--- src/rtl/uerm_pkg.sv ---
// Package for the ultrasonic echo ranger with three-point median display filter.
// Holds widths, register indexes, the measurement phase type and the pipeline beat structs.
// Depends on nothing.
package uerm_pkg;

    localparam int InWidth      = 40;
    localparam int OutWidth     = 40;
    localparam int CfgIdxWidth  = 3;
    localparam int CfgDataWidth = 17;
    localparam int TimeWidth    = 32;
    localparam int TickWidth    = 15;
    localparam int DistWidth    = 17;
    localparam int PeriodWidth  = 10;
    localparam int HoldWidth    = 16;
    localparam int ProdWidth    = 28;
    localparam int DistShift    = 10;

    localparam logic [3:0]           TRIG_HIGH_TICKS = 4'd10;
    localparam logic [12:0]          DIST_MULT       = 13'd4496;
    localparam logic [DistWidth-1:0] DIST_SAT        = 17'd102400;

    localparam logic [PeriodWidth-1:0] RST_SAMPLE_PERIOD = 10'd30;
    localparam logic [TickWidth-1:0]   RST_ECHO_TIMEOUT  = 15'd4000;
    localparam logic [HoldWidth-1:0]   RST_HOLD_TIMEOUT  = 16'd500;
    localparam logic [DistWidth-1:0]   RST_MIN_DIST      = 17'd384;
    localparam logic [DistWidth-1:0]   RST_MAX_DIST      = 17'd102400;

    typedef enum logic [2:0] {
        PH_IDLE      = 3'd0,
        PH_TRIG_LOW  = 3'd1,
        PH_TRIG_HIGH = 3'd2,
        PH_WAIT_RISE = 3'd3,
        PH_MEASURE   = 3'd4
    } phase_t;

    typedef enum logic [CfgIdxWidth-1:0] {
        CFG_SAMPLE_PERIOD = 3'd0,
        CFG_ECHO_TIMEOUT  = 3'd1,
        CFG_HOLD_TIMEOUT  = 3'd2,
        CFG_MIN_DIST      = 3'd3,
        CFG_MAX_DIST      = 3'd4
    } cfg_index_t;

    typedef struct packed {
        logic                 trig;
        logic                 done;
        logic                 echo_seen;
        logic [TickWidth-1:0] width;
        logic [TimeWidth-1:0] start_time;
    } fsm_beat_t;

    typedef struct packed {
        logic                 trig;
        logic                 done;
        logic                 raw_ok;
        logic [DistWidth-1:0] raw_value;
        logic                 in_range;
        logic [TimeWidth-1:0] start_time;
    } raw_beat_t;

endpackage

--- src/rtl/ultrasonic_echo_ranger_median.sv ---
// Ultrasonic echo ranger: trigger sequencer, echo width counter, Q8 distance and median filter.
// A result beat passes through the input, sequencer, distance and filter registers in that order.
// Throughput: one beat per cycle while the output register is free; the pipeline advances only then.
// The sequencer, distance stage and filter stage are each registered.
// Reset clears the control state and loads the default configuration; the history needs none.
// Depends on uerm_pkg.
module ultrasonic_echo_ranger_median
(
    input  logic                              clk,
    input  logic                              rst_n,
    // s_axis_tdata: now_ms[31:0], echo_level[32], zero padding[39:33]
    input  logic                              s_axis_tvalid,
    output logic                              s_axis_tready,
    input  logic [uerm_pkg::InWidth-1:0]      s_axis_tdata,
    // m_axis_tdata: trig_level[0], sample_done[1], raw_valid[2], raw_distance[19:3],
    // display_valid[20], display_distance[37:21], zero padding[39:38]
    output logic                              m_axis_tvalid,
    input  logic                              m_axis_tready,
    output logic [uerm_pkg::OutWidth-1:0]     m_axis_tdata,
    input  logic                              cfg_valid,
    output logic                              cfg_ready,
    input  logic [uerm_pkg::CfgIdxWidth-1:0]  cfg_index,
    input  logic [uerm_pkg::CfgDataWidth-1:0] cfg_data
);
    import uerm_pkg::*;

    logic                   advance;

    logic [PeriodWidth-1:0] sample_period_reg;
    logic [TickWidth-1:0]   echo_timeout_reg;
    logic [HoldWidth-1:0]   hold_timeout_reg;
    logic [DistWidth-1:0]   min_dist_reg;
    logic [DistWidth-1:0]   max_dist_reg;

    logic                   s1_valid_reg;
    logic [TimeWidth-1:0]   s1_now_reg;
    logic                   s1_echo_reg;

    phase_t                 phase_reg, phase_next;
    logic [TickWidth-1:0]   phase_ticks_reg, phase_ticks_next;
    logic [TimeWidth-1:0]   last_sample_time_reg, last_sample_time_next;
    logic [TimeWidth-1:0]   sample_start_time_reg, sample_start_time_next;
    fsm_beat_t              fsm_beat;
    logic [TickWidth:0]     ticks_inc;
    logic [TickWidth:0]     timeout_ext;
    logic [TimeWidth-1:0]   since_sample;

    logic                   s2_valid_reg;
    fsm_beat_t              s2_reg;

    logic [ProdWidth-1:0]   product;
    logic [DistWidth:0]     dist_full;
    logic [DistWidth-1:0]   dist_sat;
    logic                   raw_ok_new;
    logic [DistWidth-1:0]   raw_value_new;
    logic                   raw_ok_reg, raw_ok_next;
    logic [DistWidth-1:0]   raw_value_reg, raw_value_next;
    raw_beat_t              raw_beat;

    logic                   s3_valid_reg;
    raw_beat_t              s3_reg;

    logic [DistWidth-1:0]   history_reg [3];
    logic [DistWidth-1:0]   hist_new [3];
    logic [1:0]             write_index_reg, write_index_next;
    logic [1:0]             fill_count_reg, fill_count_next;
    logic [TimeWidth-1:0]   last_valid_time_reg, last_valid_time_next;
    logic                   display_ok_reg, display_ok_next;
    logic [DistWidth-1:0]   display_value_reg, display_value_next;
    logic [DistWidth:0]     pair_sum;
    logic                   take_reading;

    logic                   m_valid_reg;
    logic [OutWidth-1:0]    m_data_reg, m_data_next;

    function automatic logic [DistWidth-1:0] med3(input logic [DistWidth-1:0] a,
                                                  input logic [DistWidth-1:0] b,
                                                  input logic [DistWidth-1:0] c);
        logic [DistWidth-1:0] lo, hi, mid_hi;
        lo     = (a < b) ? a : b;
        hi     = (a < b) ? b : a;
        mid_hi = (hi < c) ? hi : c;
        return (lo > mid_hi) ? lo : mid_hi;
    endfunction

    assign advance       = !m_valid_reg || m_axis_tready;
    assign s_axis_tready = advance;
    assign cfg_ready     = 1'b1;
    assign m_axis_tvalid = m_valid_reg;
    assign m_axis_tdata  = m_data_reg;

    always_ff @(posedge clk or negedge rst_n)
    begin
        if (!rst_n)
        begin
            sample_period_reg <= RST_SAMPLE_PERIOD;
            echo_timeout_reg  <= RST_ECHO_TIMEOUT;
            hold_timeout_reg  <= RST_HOLD_TIMEOUT;
            min_dist_reg      <= RST_MIN_DIST;
            max_dist_reg      <= RST_MAX_DIST;
        end
        else if (cfg_valid)
        begin
            unique case (cfg_index_t'(cfg_index))
                CFG_SAMPLE_PERIOD: sample_period_reg <= cfg_data[PeriodWidth-1:0];
                CFG_ECHO_TIMEOUT:  echo_timeout_reg  <= cfg_data[TickWidth-1:0];
                CFG_HOLD_TIMEOUT:  hold_timeout_reg  <= cfg_data[HoldWidth-1:0];
                CFG_MIN_DIST:      min_dist_reg      <= cfg_data;
                CFG_MAX_DIST:      max_dist_reg      <= cfg_data;
                default:           ;
            endcase
        end
    end

    // Input register.
    always_ff @(posedge clk or negedge rst_n)
    begin
        if (!rst_n)
        begin
            s1_valid_reg <= 1'b0;
        end
        else if (advance)
        begin
            s1_valid_reg <= s_axis_tvalid;
        end
    end

    always_ff @(posedge clk)
    begin
        if (advance)
        begin
            s1_now_reg  <= s_axis_tdata[TimeWidth-1:0];
            s1_echo_reg <= s_axis_tdata[TimeWidth];
        end
    end

    // Trigger and echo sequencer: one tick per accepted beat.
    always_comb
    begin
        phase_next             = phase_reg;
        phase_ticks_next       = phase_ticks_reg;
        last_sample_time_next  = last_sample_time_reg;
        sample_start_time_next = sample_start_time_reg;
        fsm_beat               = '0;
        fsm_beat.start_time    = sample_start_time_reg;
        ticks_inc              = {1'b0, phase_ticks_reg} + 16'd1;
        timeout_ext            = {1'b0, echo_timeout_reg};
        since_sample           = s1_now_reg - last_sample_time_reg;
        unique case (phase_reg)
            PH_TRIG_LOW:
            begin
                phase_next       = PH_TRIG_HIGH;
                phase_ticks_next = '0;
            end
            PH_TRIG_HIGH:
            begin
                fsm_beat.trig = 1'b1;
                if (ticks_inc >= 16'(TRIG_HIGH_TICKS))
                begin
                    phase_next       = PH_WAIT_RISE;
                    phase_ticks_next = '0;
                end
                else
                begin
                    phase_ticks_next = ticks_inc[TickWidth-1:0];
                end
            end
            PH_WAIT_RISE:
            begin
                if (s1_echo_reg)
                begin
                    phase_next       = PH_MEASURE;
                    phase_ticks_next = 15'd1;
                    if (timeout_ext <= 16'd1)
                    begin
                        fsm_beat.done      = 1'b1;
                        fsm_beat.echo_seen = 1'b1;
                        fsm_beat.width     = echo_timeout_reg;
                    end
                end
                else
                begin
                    phase_ticks_next = ticks_inc[TickWidth-1:0];
                    if (ticks_inc >= timeout_ext)
                    begin
                        fsm_beat.done = 1'b1;
                    end
                end
            end
            PH_MEASURE:
            begin
                if (s1_echo_reg)
                begin
                    phase_ticks_next = ticks_inc[TickWidth-1:0];
                    if (ticks_inc >= timeout_ext)
                    begin
                        fsm_beat.done      = 1'b1;
                        fsm_beat.echo_seen = 1'b1;
                        fsm_beat.width     = echo_timeout_reg;
                    end
                end
                else
                begin
                    fsm_beat.done      = 1'b1;
                    fsm_beat.echo_seen = 1'b1;
                    fsm_beat.width     = (phase_ticks_reg < echo_timeout_reg) ?
                                         phase_ticks_reg : echo_timeout_reg;
                end
            end
            default:
            begin
                phase_next       = PH_IDLE;
                phase_ticks_next = '0;
                if (since_sample >= TimeWidth'(sample_period_reg))
                begin
                    last_sample_time_next  = s1_now_reg;
                    sample_start_time_next = s1_now_reg;
                    phase_next             = PH_TRIG_LOW;
                    phase_ticks_next       = 15'd1;
                end
            end
        endcase
        if (fsm_beat.done)
        begin
            phase_next       = PH_IDLE;
            phase_ticks_next = '0;
        end
    end

    always_ff @(posedge clk or negedge rst_n)
    begin
        if (!rst_n)
        begin
            phase_reg             <= PH_IDLE;
            phase_ticks_reg       <= '0;
            last_sample_time_reg  <= '0;
            sample_start_time_reg <= '0;
            s2_valid_reg          <= 1'b0;
        end
        else if (advance)
        begin
            s2_valid_reg <= s1_valid_reg;
            if (s1_valid_reg)
            begin
                phase_reg             <= phase_next;
                phase_ticks_reg       <= phase_ticks_next;
                last_sample_time_reg  <= last_sample_time_next;
                sample_start_time_reg <= sample_start_time_next;
            end
        end
    end

    always_ff @(posedge clk)
    begin
        if (advance)
        begin
            s2_reg <= fsm_beat;
        end
    end

    // Distance stage: width * 4496 >> 10, saturated, and the range check.
    always_comb
    begin
        product       = ProdWidth'(s2_reg.width) * ProdWidth'(DIST_MULT);
        dist_full     = product[ProdWidth-1:DistShift];
        dist_sat      = (dist_full > (DistWidth+1)'(DIST_SAT)) ? DIST_SAT
                                                              : dist_full[DistWidth-1:0];
        raw_ok_new    = s2_reg.echo_seen && (s2_reg.width != '0);
        raw_value_new = raw_ok_new ? dist_sat : '0;
        raw_ok_next   = s2_reg.done ? raw_ok_new : raw_ok_reg;
        raw_value_next = s2_reg.done ? raw_value_new : raw_value_reg;
        raw_beat.trig       = s2_reg.trig;
        raw_beat.done       = s2_reg.done;
        raw_beat.raw_ok     = raw_ok_next;
        raw_beat.raw_value  = raw_value_next;
        raw_beat.in_range   = raw_ok_new && (raw_value_new > min_dist_reg)
                                         && (raw_value_new < max_dist_reg);
        raw_beat.start_time = s2_reg.start_time;
    end

    always_ff @(posedge clk or negedge rst_n)
    begin
        if (!rst_n)
        begin
            raw_ok_reg    <= 1'b0;
            raw_value_reg <= '0;
            s3_valid_reg  <= 1'b0;
        end
        else if (advance)
        begin
            s3_valid_reg <= s2_valid_reg;
            if (s2_valid_reg)
            begin
                raw_ok_reg    <= raw_ok_next;
                raw_value_reg <= raw_value_next;
            end
        end
    end

    always_ff @(posedge clk)
    begin
        if (advance)
        begin
            s3_reg <= raw_beat;
        end
    end

    // Filter stage: history update, display value and hold timeout.
    always_comb
    begin
        take_reading         = s3_reg.done && s3_reg.in_range;
        write_index_next     = write_index_reg;
        fill_count_next      = fill_count_reg;
        last_valid_time_next = last_valid_time_reg;
        display_ok_next      = display_ok_reg;
        display_value_next   = display_value_reg;
        for (int k = 0; k < 3; k++)
        begin
            hist_new[k] = (write_index_reg == 2'(k)) ? s3_reg.raw_value : history_reg[k];
        end
        pair_sum = {1'b0, hist_new[0]} + {1'b0, hist_new[1]};
        if (take_reading)
        begin
            last_valid_time_next = s3_reg.start_time;
            write_index_next     = (write_index_reg == 2'd2) ? 2'd0 : write_index_reg + 2'd1;
            fill_count_next      = (fill_count_reg == 2'd3) ? 2'd3 : fill_count_reg + 2'd1;
            display_ok_next      = 1'b1;
            priority if (fill_count_next == 2'd1)
            begin
                display_value_next = hist_new[0];
            end
            else if (fill_count_next == 2'd2)
            begin
                display_value_next = pair_sum[DistWidth:1];
            end
            else
            begin
                display_value_next = med3(hist_new[0], hist_new[1], hist_new[2]);
            end
        end
        else if (s3_reg.done &&
                 ((s3_reg.start_time - last_valid_time_reg) > TimeWidth'(hold_timeout_reg)))
        begin
            display_ok_next    = 1'b0;
            display_value_next = '0;
        end
        m_data_next = {2'b00, display_value_next, display_ok_next, s3_reg.raw_value,
                       s3_reg.raw_ok, s3_reg.done, s3_reg.trig};
    end

    always_ff @(posedge clk or negedge rst_n)
    begin
        if (!rst_n)
        begin
            write_index_reg     <= '0;
            fill_count_reg      <= '0;
            last_valid_time_reg <= '0;
            display_ok_reg      <= 1'b0;
            display_value_reg   <= '0;
            m_valid_reg         <= 1'b0;
        end
        else if (advance)
        begin
            m_valid_reg <= s3_valid_reg;
            if (s3_valid_reg)
            begin
                write_index_reg     <= write_index_next;
                fill_count_reg      <= fill_count_next;
                last_valid_time_reg <= last_valid_time_next;
                display_ok_reg      <= display_ok_next;
                display_value_reg   <= display_value_next;
            end
        end
    end

    always_ff @(posedge clk)
    begin
        if (advance)
        begin
            m_data_reg <= m_data_next;
            if (s3_valid_reg && take_reading)
            begin
                history_reg[write_index_reg] <= s3_reg.raw_value;
            end
        end
    end

    a_display_zero_when_invalid: assert property (@(posedge clk) disable iff (!rst_n)
        !display_ok_reg |-> (display_value_reg == '0))
        else $error("display value is not zero while the display is invalid");

    a_trig_high_count: assert property (@(posedge clk) disable iff (!rst_n)
        (phase_reg == PH_TRIG_HIGH) |-> (phase_ticks_reg < 15'(TRIG_HIGH_TICKS)))
        else $error("trigger high count ran past its length");

    a_history_fill: assert property (@(posedge clk) disable iff (!rst_n)
        (write_index_reg != 2'd3) && ((fill_count_reg == 2'd3) ||
                                      (write_index_reg == fill_count_reg)))
        else $error("history write index and fill count disagree");

    a_trig_not_done: assert property (@(posedge clk) disable iff (!rst_n)
        m_valid_reg |-> !(m_data_reg[0] && m_data_reg[1]))
        else $error("a result beat shows trigger and sample done together");

endmodule

--- config.mk ---
export PLATFORM = sky130hd
export DESIGN_NAME = ultrasonic_echo_ranger_median
export DESIGN_NICKNAME = d
export VERILOG_FILES = /design/src/rtl/uerm_pkg.sv /design/src/rtl/ultrasonic_echo_ranger_median.sv
export SDC_FILE = /design/constraint.sdc
export NUM_CORES = 1
export LEC_CHECK = 0
export BUFFER_PORTS_ARGS = -buffer_cell sky130_fd_sc_hd__buf_2
export CORE_UTILIZATION = 50
export CTS_CLUSTER_SIZE = 28
export DETAILED_ROUTE_END_ITERATION = 8
export PLACE_DENSITY_LB_ADDON = 0.12
export SKIP_LAST_GASP = 1
export SLEW_MARGIN = 0
export SYNTH_ARGS = -nofsm -noshare
export SYNTH_HDL_FRONTEND = slang
export SYNTH_SLANG_ARGS = --single-unit
export TNS_END_PERCENT = 100
--- constraint.sdc ---
create_clock -name clk -period 9.79 [get_ports clk]
set_input_delay 1.958 -clock clk [delete_from_list [all_inputs] [get_ports clk]]
set_output_delay 1.958 -clock clk [all_outputs]
set_load 0.005 [all_outputs]
==> run_results.csv, run 1 <==
group,metric,value,unit
status,run_status,"complete, no violations",
clock_network,path_clk_slew,60,ps
worst_setup_path,worstPathRequired,10110,ps
clock_network,cts_buffer_depth,3,
layout,fillerInstances,4830,
sta,rsz0062_at_grt,"no",
route,post-route-drc-count,0,
global_route,grt_pass1_vias,21031,
clock_network,clock_root_buffer,"clkbuf_16",
floorplanning,initial_utilization,0.508,
route,drt-initial-drc-count,1326,
synthesis,synth-warning-count,0,
worst_setup_path,crit_path_end_kind,"flip-flop",
global_route,grt_max_degree,90,
synthesis,synth_largest_area_cell,"edfxtp_1",
layout,num_antenna_cells,0,
worst_setup_path,cpPeakStageDelay,700,ps
sta,relSlewSlack,0.237,
layout,syn_to_final_growth,11.0,%
route,detailedRoute.firstPassIterationCount,5,
sta,timing.final.crit_share,0.923,
synthesis,synth_seq_cells,426,
synthesis,yosys.cell_count.top_type,"inv_1",
route,ant_nets,0,
sta,maxSlewViolCount,0,
global_route,grt_pass1_wl,114,mm
place,detailed_place_hpwl,54.0,mm
synthesis,avgSynthCellArea,9.91,µm²
clock_network,clkLatencyLatePin,610,ps
floorplanning,top_level_ports,108,
worst_setup_path,cp-start-kind,"flip-flop",
clock_network,cts_made_buffers,49,
layout,layout-drive-gt1-share,0.119,
worst_setup_path,cp_num_buf_inv,4,
sta,worst_clock_skew,16.9,ps
synthesis,ys_seq_area_frac,0.421,
sta,count_of_endpoints_failing_hold_in_the_final_timing_report,0,
sta,max_freq,111,MHz
synthesis,post_synth_main_area_contributors,"edfxtp_1, dfrtp_1, ha_1, inv_1, o21ai_0",
worst_setup_path,timing.critical_path.arrival,9360,ps
clock_network,cts_hold_buf,0,
synthesis,synth_edf_count,225,
clock_network,cts_htree_levels,2,
floorplanning,placeableCoreArea,0.0552,mm²
route,totalWireLength,71.0,mm
global_route,track_usage,0.254,
worst_setup_path,worst_path_max_delay_cell,"o32ai_1",
global_route,antenna_found_initial,0,
sta,timing.final.setup_violations,0,
synthesis,synthesis.area,0.0280,mm²
route,wl_per_cell,19.2,µm
synthesis,netlist_top_cells_count,"inv_1, ha_1, nand2_1, o21ai_0, edfxtp_1",
synthesis,asyncSetResetFlopFracSynth,0.472,
floorplanning,die_h,239,µm
floorplanning,fp.dieArea,0.0570,mm²
floorplanning,die_x,239,µm
synthesis,ys_types,96,
clock_network,cts_num_sinks,426,
worst_setup_path,worst-path-max-fanout,18,
synthesis,synthFlopType,"edfxtp_1",
clock_network,tritoncts_clock_tree,"built",
place,routabilityCongestion,0.944,
layout,largest_register_ff_count,51,
worst_setup_path,cpLargestDelayFamily,"compound AO/OA/AOI/OAI gates",
sta,setup_tns,0,ps
synthesis,post_synth_inst_count,2828,
job,max_cap_viol_count,0,
sta,period_needed,9040,ps
worst_hold_path,hold_class,"reg2reg",
layout,fin_nets,3288,
worst_setup_path,criticalPathCategory,"reg2reg",
global_route,gr-total-overflow,0,
synthesis,synth_top_cell_area_share,0.241,
route,num_vias,21093,
place,buffer_ports.inserted,97,
sta,worst_slew_pin_slew,1140,ps
clock_network,postCtsSetupBuffers,0,
floorplanning,rows,86,
clock_network,cts_resized,0,
route,vias_per_cell,5.70,
## worst paths after layout
check	start	to	slack [ps]	cells past startpoint
setup / recovery	write_index_reg[1]	m_axis_tdata[27]	750	33
hold / removal	raw_beat[5]	s3_reg[5]	410	0
setup reg to reg	write_index_reg[1]	m_axis_tdata[27]	750	33
hold reg to reg	raw_beat[5]	s3_reg[5]	410	0
max in group asynchronous	rst_n	raw_value_reg[3]	7070	2
min in group asynchronous	rst_n	last_valid_time_reg[25]	1370	1
## metal layers
metal / global-route usage / part of all wire / vias up
met5: 0 / 0 / -
met4: 0.0806 / 0.029 / 0
met3: 0.0294 / 0.036 / 113
met2: 0.427 / 0.47 / 452
met1: 0.343 / 0.46 / 10163
li1: - / - / 10365
## stage by stage
stage                     hold WS, ps  instance area, µm²  instances  setup slack (ps)  utilization
final                             414               31100       3700               755        0.564
after CTS                         406               31100       3700               824        0.564
after floorplan                   400               28000       2829               782            -
after global routing              422               31100       3700               108        0.564
after global placement            403               29500       3608              1020        0.534
after detailed placement          405               29500       3608               838        0.534
## worst reg2reg max path: cells and delay by family, from the launching register on
family | cells | cell delay, ps
AOI/OAI and AO/OA | 16 | 4350
and+or+nand+nor | 9 | 1480
adders and majority gates | 3 | 1060
buffers and inverters | 4 | 890
DFF | 1 | 530
muxes | 1 | 450
## kinds of logic (layout without fill, tap and decap cells)
group,after synthesis,after routing,share of synthesized area
and+or+nand+nor,707,707,0.122
muxes,133,133,0.0544
other,2,3,0.000268
DFF,426,426,0.421
buffers and inverters,422,545,0.0584
AOI/OAI and AO/OA,736,736,0.170
xor gates and xnor gates,90,90,0.0281
adders and majority gates,312,312,0.146
## layout by cell type (no fill, tap or decap), drive strengths merged, types with 42 or more instances in the layout
master	instances
nor2	128
mux2i	68
xnor2	57
ha	288
a21oi	163
nand4	43
nand3	60
o31ai	52
buf	144
o21ai	235
inv	314
mux2	65
clkbuf	60
a21o	58
nand2	272
dfrtp	180
nor3	42
edfxtp	225
## final cells by class
class | count | area [µm²] | share of cell area
clock buffer | 60 | 1290 | 0.0414
clock inverter | 32 | 388 | 0.0125
inverter | 309 | 1160 | 0.0373
multi-input combinational | 1981 | 14700 | 0.471
sequential | 426 | 11800 | 0.379
tap | 748 | 936 | 0.0301
timing repair buffer | 144 | 873 | 0.0281
Power of run 1 is left out: the tool's default activity adds up to more than one toggle a clock period on the data nets, which glitch-free logic cannot reach.
==> run 2, diff against run 1 <==
--- a/config.mk
+++ b/config.mk
@@ -6,7 +6,9 @@
 export NUM_CORES = 1
 export LEC_CHECK = 0
 export BUFFER_PORTS_ARGS = -buffer_cell sky130_fd_sc_hd__buf_2
-export CORE_UTILIZATION = 50
+export CORE_ASPECT_RATIO = 1.1
+export CORE_UTILIZATION = 60
+export CTS_BUF_LIST = sky130_fd_sc_hd__clkbuf_8
 export CTS_CLUSTER_SIZE = 28
 export DETAILED_ROUTE_END_ITERATION = 8
 export PLACE_DENSITY_LB_ADDON = 0.12
==> run_results.csv, run 2 (same netlist as run 1, synthesis figures left out) <==
group,metric,value,unit
status,run_status,"complete, no violations",
clock_network,cts_resized,0,
worst_setup_path,crit_path_frequent_cell,"buf_4",
sta,maxSlewViolCount,0,
floorplanning,die_h,229,µm
global_route,grt_pass1_vias,21658,
worst_hold_path,min-delay-start,"raw_beat[12]",
clock_network,tritoncts_clock_tree,"built",
floorplanning,placeableCoreArea,0.0459,mm²
worst_setup_path,criticalPathCategory,"reg2reg",
floorplanning,die_x,208,µm
route,vias_per_cell,6.00,
global_route,gr-total-overflow,0,
floorplanning,initial_utilization,0.611,
sta,worst_clock_skew,32.3,ps
global_route,grt_pass1_wl,113,mm
worst_setup_path,cp-start-kind,"flip-flop",
clock_network,cts_htree_levels,3,
layout,postLayoutCoreUtil,0.673,
sta,setup_tns,0,ps
layout,layout.cells.most_common_list,"inv_1, ha_1, nand2_1, o21ai_0, edfxtp_1",
layout,syn_to_final_growth,10.1,%
route,drt-initial-drc-count,1594,
worst_setup_path,crit_path_end_kind,"flip-flop",
place,detailed_place_hpwl,54.3,mm
global_route,antenna_found_initial,0,
floorplanning,rows,82,
global_route,grt_max_degree,87,
worst_setup_path,crit_path_from,"write_index_reg[1]",
job,max_cap_viol_count,0,
clock_network,clock_root_buffer,"clkbuf_8",
place,routabilityCongestion,1.05,
worst_setup_path,rr_startpoint,"write_index_reg[1]",
sta,max_freq,109,MHz
clock_network,cts_made_buffers,72,
layout,largest_register_ff_count,51,
route,post-route-drc-count,0,
sta,relSlewSlack,0.216,
sta,rsz0062_at_grt,"no",
clock_network,postCtsSetupBuffers,0,
floorplanning,top_level_ports,108,
worst_setup_path,worstPathRequired,10180,ps
clock_network,cts_num_sinks,426,
worst_setup_path,timing.critical_path.arrival,9520,ps
layout,layout.cells.most_common,"inv_1",
clock_network,cts_buffer_depth,3,
layout,num_antenna_cells,0,
worst_hold_path,hold_class,"reg2reg",
sta,worst_slew_pin_slew,1170,ps
clock_network,path_clk_slew,60,ps
worst_setup_path,worst-path-max-fanout,24,
route,totalWireLength,70.9,mm
sta,timing.final.crit_share,0.933,
floorplanning,fp.dieArea,0.0476,mm²
global_route,track_usage,0.302,
sta,timing.final.setup_violations,0,
clock_network,clkLatencyLatePin,660,ps
place,buffer_ports.inserted,97,
worst_setup_path,cpLargestDelayFamily,"compound AO/OA/AOI/OAI gates",
worst_setup_path,worst_path_max_delay_cell,"dfrtp_1",
layout,fin_nets,3343,
route,detailedRoute.firstPassIterationCount,6,
route,ant_nets,0,
sta,period_needed,9130,ps
clock_network,cts_hold_buf,0,
layout,layout-drive-gt1-share,0.133,
route,num_vias,21691,
worst_setup_path,cp_num_buf_inv,6,
sta,count_of_endpoints_failing_hold_in_the_final_timing_report,0,
worst_setup_path,cpPeakStageDelay,610,ps
route,wl_per_cell,19.6,µm
==> run 2: changes by cell type in the layout (fill, tap and decap cells not counted), moves of 5 or more <==
cell       delta
clkbuf_16    -49
clkinv_1     +10
clkbuf_8     +77
inv_1        +22
bufinv_16     -5
clkbuf_1      -9
buf_4        +33
==> run 2: cell type report <==
class	instances	area (µm²)
fillers	3645	15000
multi-input cells	1981	14700
flip-flops and latches	426	11800
inverters	309	1160
repair buffers	176	1100
clock buffers	78	1070
well taps	588	736
clock inverters	55	322
==> run 2: layer usage <==
| metal | routed length (µm) | vias up | GRT usage |
|---|---|---|---|
| met2 | 34500 | 601 | 0.519 |
| met3 | 2840 | 140 | 0.0334 |
| met5 | 0 | - | 0 |
| li1 | - | 10487 | - |
| met1 | 30600 | 10463 | 0.380 |
| met4 | 3000 | 0 | 0.145 |
==> run 2: per-stage QoR <==
step / cells / instance area [µm²] / setup slack, ps / hold slack (ps)
6_report: 3613 / 30900 / 656 / 408
5_1_grt: 3613 / 30900 / 115 / 418
2_1_floorplan: 2829 / 28000 / 782 / 400
3_3_place_gp: 3480 / 29500 / 745 / 402
3_5_place_dp: 3480 / 29500 / 687 / 405
4_1_cts: 3613 / 30900 / 697 / 414
==> run 2: path summary, 6_finish.rpt <==
| kind | endpoint | slack, ps | cells past startpoint |
|---|---|---|---|
| worst min register to register | s3_reg[12] | 410 | 0 |
| min in group asynchronous | sample_start_time_reg[15] | 1360 | 1 |
| worst max-delay path | m_axis_tdata[22] | 660 | 33 |
| max in group asynchronous | write_index_reg[1] | 7050 | 2 |
| worst min-delay path | s3_reg[12] | 410 | 0 |
| worst max register to register | m_axis_tdata[22] | 660 | 33 |
Power of run 2 is left out for the same reason.
==> run 3, diff against run 2 <==
--- a/config.mk
+++ b/config.mk
@@ -6,9 +6,10 @@
 export NUM_CORES = 1
 export LEC_CHECK = 0
 export BUFFER_PORTS_ARGS = -buffer_cell sky130_fd_sc_hd__buf_2
-export CORE_ASPECT_RATIO = 1.1
+export CORE_ASPECT_RATIO = 0.8
 export CORE_UTILIZATION = 60
 export CTS_BUF_LIST = sky130_fd_sc_hd__clkbuf_8
+export CTS_CLUSTER_DIAMETER = 40
 export CTS_CLUSTER_SIZE = 28
 export DETAILED_ROUTE_END_ITERATION = 8
 export PLACE_DENSITY_LB_ADDON = 0.12
==> run_results.csv, run 3 (same netlist as run 1, synthesis figures left out) <==
group,metric,value,unit
route,wl_per_cell,19.9,µm
clock_network,cts_hold_buf,0,
global_route,grtUsageMet1,0.447,
clock_network,postCtsSetupBuffers,0,
worst_setup_path,crit-reg2reg-capture,"m_axis_tdata[27]",
global_route,grt_max_degree,95,
sta,max_freq,111,MHz
global_route,track_usage,0.299,
sta,period_needed,9030,ps
floorplanning,rows,70,
global_route,gr-total-overflow,0,
layout,layout.cells.most_common_list,"inv_1, ha_1, nand2_1, o21ai_0, edfxtp_1",
clock_network,tritoncts_clock_tree,"built",
place,pre_cts_ws,578,ps
layout,fillerInstances,3694,
worst_setup_path,cpLargestDelayFamily,"compound AO/OA/AOI/OAI gates",
sta,timing.final.crit_share,0.922,
clock_network,cts_htree_levels,2,
sta,count_of_endpoints_failing_hold_in_the_final_timing_report,0,
layout,layout.cells.most_common,"inv_1",
sta,worst_slew_pin_slew,1140,ps
sta,timing.final.setup_violations,0,
floorplanning,die_x,244,µm
clock_network,cts_resized,0,
sta,postLayoutSetupSlackWorst,761,ps
worst_setup_path,cp-start-kind,"flip-flop",
global_route,gr-usage-met2,0.465,
place,routabilityCongestion,0.938,
worst_setup_path,worstPathRequired,10190,ps
clock_network,cts_num_sinks,426,
route,ant_nets,0,
clock_network,clock_root_buffer,"clkbuf_8",
clock_network,clkLatencyLatePin,700,ps
worst_setup_path,crit_path_end_kind,"flip-flop",
worst_setup_path,reg2reg_setup_slack,760,ps
layout,multi_input_area,0.0147,mm²
floorplanning,fp.dieArea,0.0476,mm²
sta,worst_clock_skew,40.0,ps
floorplanning,placeableCoreArea,0.0459,mm²
layout,layout-drive-gt1-share,0.123,
worst_setup_path,cpPeakStageDelay,630,ps
status,run_status,"complete, no violations",
layout,fin_nets,3284,
route,vias_per_cell,5.99,
worst_hold_path,worst_hold_path_ep,"m_axis_tdata[2]",
route,totalWireLength,71.1,mm
clock_network,cts_buffer_depth,3,
floorplanning,die_h,195,µm
place,placed_cells_incl_taps,3461,
worst_setup_path,timing.critical_path.arrival,9430,ps
layout,largest_register_ff_count,51,
worst_setup_path,rr_startpoint,"write_index_reg[1]",
place,detailed_place_hpwl,53.9,mm
route,drt-initial-drc-count,1617,
route,post-route-drc-count,0,
worst_hold_path,min_delay_path_depth,0,
worst_hold_path,hold_class,"reg2reg",
worst_setup_path,worst-path-max-fanout,21,
global_route,busiest_layer,"met2",
worst_setup_path,r2r.worst_path.cells,33,
sta,maxSlewViolCount,0,
job,max_cap_viol_count,0,
layout,syn_to_final_growth,9.04,%
global_route,grt_pass1_wl,113,mm
global_route,met3_usage,0.0315,
sta,setup_tns,0,ps
global_route,grt_pass1_vias,20398,
worst_setup_path,criticalPathCategory,"reg2reg",
sta,relSlewSlack,0.238,
route,num_vias,21347,
layout,layout.area.seq,0.0118,mm²
global_route,antenna_found_initial,0,
floorplanning,top_level_ports,108,
worst_hold_path,min-delay-start,"m_data_next[2]",
place,buffer_ports.inserted,97,
route,detailedRoute.firstPassIterationCount,6,
layout,num_antenna_cells,0,
worst_setup_path,worst_path_max_delay_cell,"o32ai_1",
clock_network,path_clk_slew,100,ps
worst_setup_path,cp_num_buf_inv,6,
layout,post_layout_nonfiller_instances,3566,
sta,rsz0062_at_grt,"no",
floorplanning,initial_utilization,0.611,
clock_network,cts_made_buffers,55,
-- run 3: cell count changes in the layout (fill, tap and decap cells not counted), sizes merged --
cell	before	now
inv	336	330
clkbuf	79	59
a21oi	163	164
bufinv	2	3
buf	175	132
clkinv	22	15
clkinvlp	4	7
-- run 3: layout make-up --
type | count | area share
Clock buffer | 58 | 0.0261
Clock inverter | 46 | 0.0183
Inverter | 309 | 0.0379
Timing Repair Buffer | 133 | 0.0258
Sequential cell | 426 | 0.386
Tap cell | 612 | 0.0250
Multi-Input combinational cell | 1982 | 0.480
-- run 3: through the flow --
stage          area [µm²]  utilization  hold WS [ps]
2_1_floorplan       28000            -           400
3_3_place_gp        29200        0.636           401
3_5_place_dp        29200        0.636           405
4_1_cts             30600        0.666           414
5_1_grt             30600        0.666           428
6_report            30600        0.666           410
-- run 3: routing by layer --
| metal | vias up | part of all wire |
|---|---|---|
| li1 | 10351 | - |
| met1 | 10268 | 0.48 |
| met2 | 622 | 0.45 |
| met3 | 106 | 0.052 |
| met4 | 0 | 0.021 |
| met5 | - | 0 |
-- run 3: worst max-delay path by stage --
stage / to / start / slack, ps / cells after the start
6_report: m_axis_tdata[27] / write_index_reg[1] / 760 / 33
3_3_place_gp: m_axis_tdata[29] / write_index_reg[1] / 680 / 33
3_5_place_dp: m_axis_tdata[29] / write_index_reg[1] / 580 / 33
4_1_cts: m_axis_tdata[29] / write_index_reg[1] / 520 / 33
2_1_floorplan: s_axis_tready / m_axis_tready / 780 / 2
5_1_grt: m_axis_tdata[29] / write_index_reg[1] / 9 / 30
Power of run 3 is left out for the same reason.
